**src/hdl/isrt_pkg.sv**
```systemverilog
package isrt_pkg;

  localparam int TAG_WIDTH  = 16;
  localparam int FKEY_WIDTH = 16;

  // register map (byte addresses)
  localparam logic ADDR_DESCENDING = 1'b0;

  // shared control for every cell of the chain
  typedef struct packed {
    logic load;        // insert the broadcast item this cycle
    logic drain;       // move every entry one cell toward the head
    logic descending;  // current sort direction
  } isrt_ctrl_t;

endpackage

```
**src/hdl/isrt_cell.sv**
```systemverilog
module isrt_cell #(
  parameter int KW = 16
) (
  input  logic                        clk,
  input  isrt_pkg::isrt_ctrl_t        ctrl,
  input  logic                        slot_valid,
  input  logic                        slot_free,
  input  logic [KW-1:0]               new_key,
  input  logic [isrt_pkg::TAG_WIDTH-1:0] new_tag,
  input  logic                        left_shift,
  input  logic [KW-1:0]               left_key,
  input  logic [isrt_pkg::TAG_WIDTH-1:0] left_tag,
  input  logic [KW-1:0]               right_key,
  input  logic [isrt_pkg::TAG_WIDTH-1:0] right_tag,
  output logic                        shift_out,
  output logic [KW-1:0]               key,
  output logic [isrt_pkg::TAG_WIDTH-1:0] tag
);

  logic hit;

  // new item goes strictly before this entry; ties stay behind
  assign hit = slot_valid &
               (ctrl.descending ? (new_key > key) : (new_key < key));

  // once an earlier cell took the item, every later cell moves one place down
  assign shift_out = left_shift | hit;

  always_ff @(posedge clk) begin
    if (ctrl.load) begin
      if (left_shift) begin
        key <= left_key;
        tag <= left_tag;
      end else if (hit || slot_free) begin
        key <= new_key;
        tag <= new_tag;
      end
    end else if (ctrl.drain) begin
      key <= right_key;
      tag <= right_tag;
    end
  end

endmodule

```
**src/hdl/insertion_sorter_core.sv**
```systemverilog
// Stable insertion sorter.
// Input channel (in_valid/in_ready): one beat carries sort_key, record_tag
// and last_item. Each beat is inserted into a chain of DEPTH cells, after
// every entry with an equal key, so ties keep arrival order. The item is
// compared against every stored entry in the same cycle, so the loading
// phase takes one beat per cycle.
// Output channel (out_valid/out_ready): a beat with last_item starts a run
// of results, one per stored entry, in sorted order. The first result is
// valid the cycle after the last input beat; the chain then shifts toward
// its head by one cell per taken result. out_last marks the final result;
// dropped is set on every result of a run whose set overflowed the chain.
// in_ready is low from the last input beat until the final result is taken.
// A stall on out_ready simply holds the head cell; nothing is lost.
// Register descending (APB byte address 0): 0 gives smallest key first,
// 1 largest first. Write it only while the block is idle.
// Reset (rst, synchronous) empties the chain, clears the overflow flag and
// the direction register. No clearing pass is needed.
module insertion_sorter_core #(
  parameter int DEPTH     = 16,
  parameter int KEY_WIDTH = 16
) (
  input  logic                                clk,
  input  logic                                rst,
  // configuration
  input  logic                                psel,
  input  logic                                penable,
  input  logic                                pwrite,
  input  logic                                paddr,
  input  logic [31:0]                         pwdata,
  output logic [31:0]                         prdata,
  output logic                                pready,
  // input channel
  input  logic                                in_valid,
  output logic                                in_ready,
  input  logic [isrt_pkg::FKEY_WIDTH-1:0]     sort_key,
  input  logic [isrt_pkg::TAG_WIDTH-1:0]      record_tag,
  input  logic                                last_item,
  // output channel
  output logic                                out_valid,
  input  logic                                out_ready,
  output logic [isrt_pkg::FKEY_WIDTH-1:0]     out_key,
  output logic [isrt_pkg::TAG_WIDTH-1:0]      out_tag,
  output logic                                out_last,
  output logic                                dropped
);

  localparam int KW = (KEY_WIDTH < isrt_pkg::FKEY_WIDTH) ? KEY_WIDTH
                                                         : isrt_pkg::FKEY_WIDTH;
  localparam int FW = $clog2(DEPTH + 1);
  localparam logic [FW-1:0] FILL_FULL = FW'(DEPTH);
  localparam logic [FW-1:0] FILL_ONE  = FW'(1);

  logic                descending;
  logic [FW-1:0]       fill;
  logic [FW-1:0]       fill_next;
  logic                overflow;
  logic                overflow_next;
  logic                draining;
  logic                draining_next;
  logic                in_fire;
  logic                out_fire;
  logic                full;
  logic                cfg_write;
  logic [KW-1:0]       new_key;
  isrt_pkg::isrt_ctrl_t ctrl;

  logic [KW-1:0]                    cell_key   [DEPTH];
  logic [isrt_pkg::TAG_WIDTH-1:0]   cell_tag   [DEPTH];
  logic [DEPTH-1:0]                 cell_shift;

  // configuration port
  assign pready    = 1'b1;
  assign cfg_write = psel & penable & pwrite & pready & (paddr == isrt_pkg::ADDR_DESCENDING);
  assign prdata    = (paddr == isrt_pkg::ADDR_DESCENDING) ? {31'b0, descending} : 32'b0;

  always_ff @(posedge clk) begin
    if (rst) begin
      descending <= 1'b0;
    end else if (cfg_write) begin
      descending <= pwdata[0];
    end
  end

  // handshakes
  assign in_ready  = ~draining;
  assign in_fire   = in_valid & in_ready;
  assign out_valid = draining;
  assign out_fire  = out_valid & out_ready;
  assign full      = (fill == FILL_FULL);
  assign new_key   = sort_key[KW-1:0];

  assign ctrl.load       = in_fire & ~full;
  assign ctrl.drain      = out_fire;
  assign ctrl.descending = descending;

  always_comb begin
    fill_next     = fill;
    overflow_next = overflow;
    draining_next = draining;
    if (in_fire) begin
      if (full) begin
        overflow_next = 1'b1;
      end else begin
        fill_next = fill + FILL_ONE;
      end
      if (last_item) begin
        draining_next = 1'b1;
      end
    end else if (out_fire) begin
      fill_next = fill - FILL_ONE;
      if (out_last) begin
        draining_next = 1'b0;
        overflow_next = 1'b0;
      end
    end
  end

  always_ff @(posedge clk) begin
    if (rst) begin
      fill     <= '0;
      overflow <= 1'b0;
      draining <= 1'b0;
    end else begin
      fill     <= fill_next;
      overflow <= overflow_next;
      draining <= draining_next;
    end
  end

  // chain of cells
  for (genvar i = 0; i < DEPTH; i++) begin : g_cell
    logic                           l_shift;
    logic [KW-1:0]                  l_key;
    logic [isrt_pkg::TAG_WIDTH-1:0] l_tag;
    logic [KW-1:0]                  r_key;
    logic [isrt_pkg::TAG_WIDTH-1:0] r_tag;

    if (i == 0) begin : g_head
      assign l_shift = 1'b0;
      assign l_key   = new_key;
      assign l_tag   = record_tag;
    end else begin : g_body
      assign l_shift = cell_shift[i-1];
      assign l_key   = cell_key[i-1];
      assign l_tag   = cell_tag[i-1];
    end

    if (i == DEPTH - 1) begin : g_tail
      assign r_key = cell_key[i];
      assign r_tag = cell_tag[i];
    end else begin : g_mid
      assign r_key = cell_key[i+1];
      assign r_tag = cell_tag[i+1];
    end

    isrt_cell #(
      .KW (KW)
    ) u_cell (
      .clk        (clk),
      .ctrl       (ctrl),
      .slot_valid (FW'(i) < fill),
      .slot_free  (FW'(i) == fill),
      .new_key    (new_key),
      .new_tag    (record_tag),
      .left_shift (l_shift),
      .left_key   (l_key),
      .left_tag   (l_tag),
      .right_key  (r_key),
      .right_tag  (r_tag),
      .shift_out  (cell_shift[i]),
      .key        (cell_key[i]),
      .tag        (cell_tag[i])
    );
  end

  // head cell feeds the output channel
  assign out_key  = isrt_pkg::FKEY_WIDTH'(cell_key[0]);
  assign out_tag  = cell_tag[0];
  assign out_last = (fill == FILL_ONE);
  assign dropped  = overflow;

`ifndef SYNTHESIS
  a_fill_bound: assert property (@(posedge clk) disable iff (rst)
    fill <= FILL_FULL)
    else $error("fill count above depth");

  a_drain_nonempty: assert property (@(posedge clk) disable iff (rst)
    draining |-> (fill != '0))
    else $error("draining an empty chain");

  a_run_end: assert property (@(posedge clk) disable iff (rst)
    (out_fire && out_last) |=> (fill == '0) && !draining && !overflow)
    else $error("chain not emptied after final result");

  a_insert_count: assert property (@(posedge clk) disable iff (rst)
    (in_fire && !full) |=> (fill == $past(fill) + FILL_ONE))
    else $error("insert did not advance fill count");

  a_drop_flag: assert property (@(posedge clk) disable iff (rst)
    (in_fire && full) |=> overflow)
    else $error("overflow not flagged on full chain");
`endif

endmodule
```
**config.mk**
```make
export PLATFORM = sky130hd
export DESIGN_NAME = insertion_sorter_core
export DESIGN_NICKNAME = d
export VERILOG_FILES = /design/src/hdl/isrt_pkg.sv /design/src/hdl/isrt_cell.sv /design/src/hdl/insertion_sorter_core.sv
export SDC_FILE = /design/constraint.sdc
export NUM_CORES = 2
export LEC_CHECK = 0
export ABC_AREA = 1
export BUFFER_PORTS_ARGS = -buffer_cell sky130_fd_sc_hd__buf_2
export CAP_MARGIN = 20
export CORE_ASPECT_RATIO = 1.4
export CORE_MARGIN = 4
export CORE_UTILIZATION = 45
export CTS_BUF_LIST = sky130_fd_sc_hd__clkbuf_8
export DETAILED_ROUTE_END_ITERATION = 10
export PLACE_DENSITY = 0.67
export SYNTH_ARGS = -nofsm -noshare
export SYNTH_HDL_FRONTEND = slang
export SYNTH_SLANG_ARGS = --single-unit
```
**constraint.sdc**
```tcl
create_clock -name clk -period 4 [get_ports clk]
set_input_delay 0.2 -clock clk [delete_from_list [all_inputs] [get_ports clk]]
set_output_delay 0.2 -clock clk [all_outputs]
set_load 0.02 [all_outputs]
```
Word-level counts from Yosys, hierarchy flattened
Index checks and enable logic that the tools add are counted.
- output and inout port bits: 69
- flip-flop bits (word level): 520
- $lt $le $gt $ge: 48
- eq/ne operators: 35
- reductions and logical operators: 40
- add/sub/neg operators: 2
- bitwise gates (word level): 39
- muxes and demuxes: 148
- operators by type and width (kind ; number):
    two-way mux 16 bit ; 122
    > comparator 16 bit ; 16
    less-than comparator 16 bit ; 16
    inequality test 3 x 1 -> 1 bit (second input constant) ; 14
    equality test 4 x 5 -> 1 bit (first input constant) ; 8
    less-than comparator 4 x 5 -> 1 bit (first input constant) ; 8
    AND reduction 2 bit ; 17
    two-way mux 1 bit ; 23
    AND 1 bit ; 22
    equality test 3 x 5 -> 1 bit (first input constant) ; 4
    less-than comparator 3 x 5 -> 1 bit (first input constant) ; 4
    logical OR 1 bit ; 16
    two-way mux 5 bit ; 3
    bitwise OR 1 bit ; 14
    equality test 2 x 5 -> 1 bit (first input constant) ; 2
    less-than comparator 1 x 5 -> 1 bit (first input constant) ; 2
    less-than comparator 2 x 5 -> 1 bit (first input constant) ; 2
    nonzero test 2 bit ; 4
    AND reduction 3 bit ; 2
    adder 5 x 1 -> 5 bit (second input constant) ; 1
    equality test 1 x 5 -> 1 bit (first input constant) ; 1
    equality test 5 x 1 -> 1 bit (second input constant) ; 1
    equality test 5 bit (second input constant) ; 1
    logical NOT 5 bit ; 1
    other kinds (4) ; 8

Longest topological paths before layout
- depth in word-level cells: 19
- gate-level depth with buffers: 24
- gate-level depth less buffers: 23

Hierarchy
Synthesis repeated with hierarchy kept, for this count alone.
- cells, all modules: 4243
- area total of the unflattened synthesis: 34231.6 sq um
- by module, submodules not included (module ; seq. area each (sq um) ; instances ; area an instance (sq um) ; cells each):
    isrt_cell (g_cell[0].u_cell ...) ; 960.9 ; 14 ; 2079.5 ; 255
    isrt_cell (g_cell[8].u_cell ...) ; 960.9 ; 2 ; 2055.7 ; 255
    insertion_sorter_core ; 160.2 ; 1 ; 1007.2 ; 163

Worst setup path before layout
OpenSTA, ideal clock, no wires.
- kind: in2reg
- from: in sort_key[0] (netlist bit)
- to: reg g_cell[6].u_cell.key[0] (enable)
- slack: -0.337 ns
- stages: 16
- data required time: 3.568 ns
- arrival: 3.905 ns
- cells stage by stage: inv_1 > ha_1 > nor2_1 > o21ai_0 > nand2_1 > nand2_1 > nand2_1 > nand2_1 > nand2_1 > a21oi_1 > nor2_8 > nand4_4 > clkbuf_1 > clkbuf_1 > inv_1 > a21oi_1
- cells in the longest elaborated chain, start to end: 10
- RTL lines (what ; RTL line ; text):
    from (decl) ; insertion_sorter_core.sv:35 ; input logic [isrt_pkg::FKEY_WIDTH-1:0] sort_key,
    less-than comparator 16 bit / > comparator 16 bit (equally long branches) ; isrt_cell.sv:24 ; (ctrl.descending ? (new_key > key) : (new_key < key));
    two-way mux 1 bit ; isrt_cell.sv:24 ;
    AND 1 bit ; isrt_cell.sv:23 ; assign hit = slot_valid &
    bitwise OR 1 bit (5 in a row) ; isrt_cell.sv:27 ; assign shift_out = left_shift | hit;
    inequality test 3 x 1 -> 1 bit (no source line) * ; -- ;
    AND reduction 2 bit (no source line) * ; -- ;
    to (signal assigned) ; isrt_cell.sv:32 ; key <= left_key;
    to (signal assigned) ; isrt_cell.sv:35 ; key <= new_key;
    to (signal assigned) ; isrt_cell.sv:39 ; key <= right_key;
    to (decl) ; isrt_cell.sv:16 ; output logic [KW-1:0] key,
Every way passes the cells marked *; elsewhere a longest branch is shown, timed or not.
A chain may end at the register's enable or synchronous reset.

Worst setup path after layout
- from: reg g_cell[5].u_cell.key[7]
- to: reg g_cell[14].u_cell.tag[5] (netlist bit) (enable)
- cells in the longest elaborated chain, start to end: 14
- RTL lines (what ; RTL line ; text):
    from (decl) ; isrt_cell.sv:16 ;
    from (signal assigned) ; isrt_cell.sv:32 ;
    from (signal assigned) ; isrt_cell.sv:35 ;
    from (signal assigned) ; isrt_cell.sv:39 ;
    less-than comparator 16 bit / > comparator 16 bit (equally long branches) ; isrt_cell.sv:24 ;
    two-way mux 1 bit * ; isrt_cell.sv:24 ;
    AND 1 bit * ; isrt_cell.sv:23 ;
    bitwise OR 1 bit * (9 in a row) ; isrt_cell.sv:27 ;
    inequality test 3 x 1 -> 1 bit (no source line) * ; -- ;
    AND reduction 2 bit (no source line) * ; -- ;
    to (signal assigned) ; isrt_cell.sv:33 ; tag <= left_tag;
    to (signal assigned) ; isrt_cell.sv:36 ; tag <= new_tag;
    to (signal assigned) ; isrt_cell.sv:40 ; tag <= right_tag;
    to (decl) ; isrt_cell.sv:17 ; output logic [isrt_pkg::TAG_WIDTH-1:0] tag
Marks and branches as above.

==> results.txt <==
----------------------------------------------------
[Setup path]
  Crit end category ... register
  Capture instance of the worst register-to-register path ... g_cell[14].u_cell.tag[5]
  Crit Reg-Reg Startpoint ... g_cell[5].u_cell.key[7]
  Termination of the worst setup path ... g_cell[14].u_cell.tag[5]
  Timing startpoint of the critical path ... g_cell[5].u_cell.key[7]
  Nature of the critical path startpoint ... register
  Type of the worst setup path ... register to register
  Required time at the worst-slack endpoint ... 4.43 ns
  Arrival time at the worst endpoint ... 4.13 ns
  Count of cells along the worst register-to-register path ... 17
  Register-to-register setup slack ... ~0.3 ns
  Critical path peak fanout ... 29

[Global routing]
  Vias in the first global route ... around 28000
  First-pass GRT wire length ... between 150000 and 200000 µm
  GRT overflow ... 0
  Number of antenna violations at the first check in global routing ... 1
  Global-route usage over all layers ... 0.273
  Maximum number of pins on one net before global-route repair ... 143

[Routing]
  DR pass1 iterations ... 7
  Via count ... 27800
  1st-iter DRT viols ... 2734
  Wire length reported by the detailed router ... 106000 µm
  Remaining antenna violation count ... 0
  Detailed-route DRC error count ... 0
  Vias per std cell ... between 6 and 7
  Routed wirelength normalized by instance count ... about 23 µm

[Cells and area]
  Area added between synthesis and finish ... 11.9%
  Nets ... 3867
  Utilization of the core after routing ... 0.511
  Most common cell after layout, fill and taps aside ... nand2_1
  Share of post-route cells with drive strength above 1 ... 0.100
  Most frequent cells in the layout ... nand2_1, edfxtp_1, nand3_1

[Power and ir drop]
  Overall power consumption ... between 20 and 25 mW
  Maximum ir drop on the vdd rail ... 0.000394 V
  Static leakage power ... 14.9 nW
  Total power divided by cell area ... 622 mW/mm²

[STA]
  Final setup violation count ... 0
  Slew Limit Headroom ... 0.332
  Total Neg Setup Slack ... 0 ns
  Fmax ... between 200 and 300 MHz
  Number of endpoints with negative hold slack in the final report ... 0
  Clock period minus final worst setup slack ... 3.70 ns
  Setup repair after global routing missed its margin ... false
  Worst Max-Slew Pin Slew ... approximately 1 ns
  Period utilisation layout ... 0.924
  Clock Skews ... between 0.08 and 0.09 ns
  Count of pins over their slew limit ... 0

[Synth]
  Most frequently used flop master after synthesis ... edfxtp_1
  Synth cell types ... 49
  Number of warnings issued by yosys ... 0
  Fraction of the yosys area taken by sequential cells ... 0.481
  Async SR Flop Fraction ... 0
  Post-synthesis cell count ... 3482
  Average cell area after synthesis ... a little over 9 µm²
  Count of flip-flops with a built-in enable after synthesis ... ~500
  Post-synthesis instance area ... roughly 0.032 mm²
  Post-synthesis register bit count ... 520

[Die]
  Starting density of the core ... 0.457
  Row Count ... ~120
  I/O Pins ... approximately 140
  Die H ... around 320 µm
  Die footprint ... around 0.076 mm²
  Horizontal die dimension ... about 230 µm
  Placeable core region ... between 0.07 and 0.08 mm²

[Run]
  Max capacitance violation total ... 0

[CTS]
  Clk Tree Root Cell ... clkbuf_8
  Clock tree buffer depth ... 3
  Clock tree from TritonCTS ... yes
  Reg clk slew, reported paths ... 0.06 ns
  Post-CTS Resized ... 0
  Number of clock sinks ... 520
  Total clock buffers created by CTS ... 90
  CTS H-tree depth ... 3
  Worst-Skew Late Latency ... between 0.7 and 0.8 ns

[Worst hold path]
  Kind of path behind the tightest hold check ... input pin to register
  Worst hold start ... sort_key[0]

[Placement]
  Weighted congestion reported at the end of routability-driven placement ... around 0.95
  HPWL Detailed ... around 72000 µm
  PortBufs ... just under 80

[Outcome]
  Status ... completed

----------------------------------------------------
==> synthesized netlist by cell type (2+ instances only) <==
cell       count  area, µm²
nand2_1      561       2110
edfxtp_1     512      15400
nand3_1      478       2390
inv_1        404       1520
ha_1         261       3270
o211ai_1     212       1590
clkbuf_1     207        777
a21oi_1      171        856
o221ai_1     157       1380
o21ai_0      154        771
nor2_1        93        349
nand4_1       59        369
buf_4         34        255
buf_1         27        101
o21ai_1       21        105
buf_2         14       70.1
o21ai_2       14        123
nor3_1        10       50.1
a31oi_1        9       56.3
nor4_1         9       56.3
dfxtp_1        8        160
a21o_1         7       52.6
inv_2          6       22.5
o21a_1         5       37.5
o22ai_1        5       31.3
a2111oi_0      4       35.0
buf_6          4       45.0
nor2_4         4       45.0
o31ai_1        4       30.0
a211oi_1       3       22.5
o21bai_1       3       22.5
clkinv_1       2       7.51
conb_1         2       7.51
nand2_2        2       12.5
o2111ai_1      2       17.5
==> state kept, by name, summed over array words and instances (netlist names) <==
register           cells
descending             1
fill                   5
g_cell.u_cell.tag    256
dropped                1
g_cell.u_cell.key    256
out_valid              1
==> worst min path at each step <==
| stage | to | cells after the start |
|---|---|---|
| after global placement | dropped | 2 |
| after floorplan | dropped | 1 |
| after global routing | g_cell[15].u_cell.key[0] | 4 |
| final | g_cell[15].u_cell.key[0] | 4 |
| after detailed placement | out_valid | 2 |
| after CTS | g_cell[15].u_cell.key[0] | 4 |
==> final cells by class <==
class / instances / area (µm²)
clock buffer: 92 / 1270
antenna: 1 / 2.50
tap: 936 / 1170
inverter: 412 / 1550
sequential: 520 / 15500
timing repair buffer: 215 / 1970
multi-input combinational: 2294 / 14200
clock inverter: 71 / 407
fill: 6642 / 34500
==> kinds of logic after synthesis <==
kind of cell,synth area share
compound gates,0.160
xor+xnor,0.000272
fa+ha+maj,0.101
buf+inv,0.0866
flops,0.481
other cells,0.000233
simple gates,0.170
==> through the flow <==
stage | cell area (µm²) | hold slack, ns | setup slack, ns | instances
2_1_floorplan | 32400 | 0.269 | 0.130 | 3512
3_3_place_gp | 34200 | 0.446 | 0.296 | 4356
3_5_place_dp | 34200 | 0.450 | 0.265 | 4356
4_1_cts | 36100 | 0.0594 | 0.438 | 4540
5_1_grt | 36100 | 0.117 | 0.140 | 4541
6_report | 36100 | 0.0938 | 0.304 | 4541
==> layer usage <==
layer,track usage,vias to the layer above,routed length (µm)
met4,0.164,0,7170
li1,-,12700,-
met2,0.467,1306,52800
met3,0.0382,371,7390
met1,0.324,13400,38900
met5,0,-,0
==> what timing repair did <==
action                                 CTS  global route
setup buffers                            0             0
hold buffers                            21             0
endpoints found under the hold margin   31             0
==> where the power goes <==
group | switching (mW) | total [mW] | leakage (nW) | internal, mW
Combinational | 5.66 | 8.51 | 8.90 | 2.85
Clock | 2.41 | 4.76 | 0.967 | 2.35
Sequential | 0.956 | 9.19 | 5.07 | 8.23
==> critical path, stage by stage (launching register included) <==
cell and delay [ns]:
edfxtp_1 0.43, inv_1 0.12, ha_1 0.30, nand2_1 0.05
inv_1 0.06, nand3_1 0.08, nor3_1 0.37, a21oi_1 0.12
a21o_1 0.18, nand3_1 0.16, nand4_4 0.20, nor2_4 0.17
nand4_4 0.10, nor2_4 0.24, nand4_1 0.28, nor2_1 0.26
nor2_4 0.06, buf_12 0.18
Note: power is estimated with default switching activity, not from simulation.
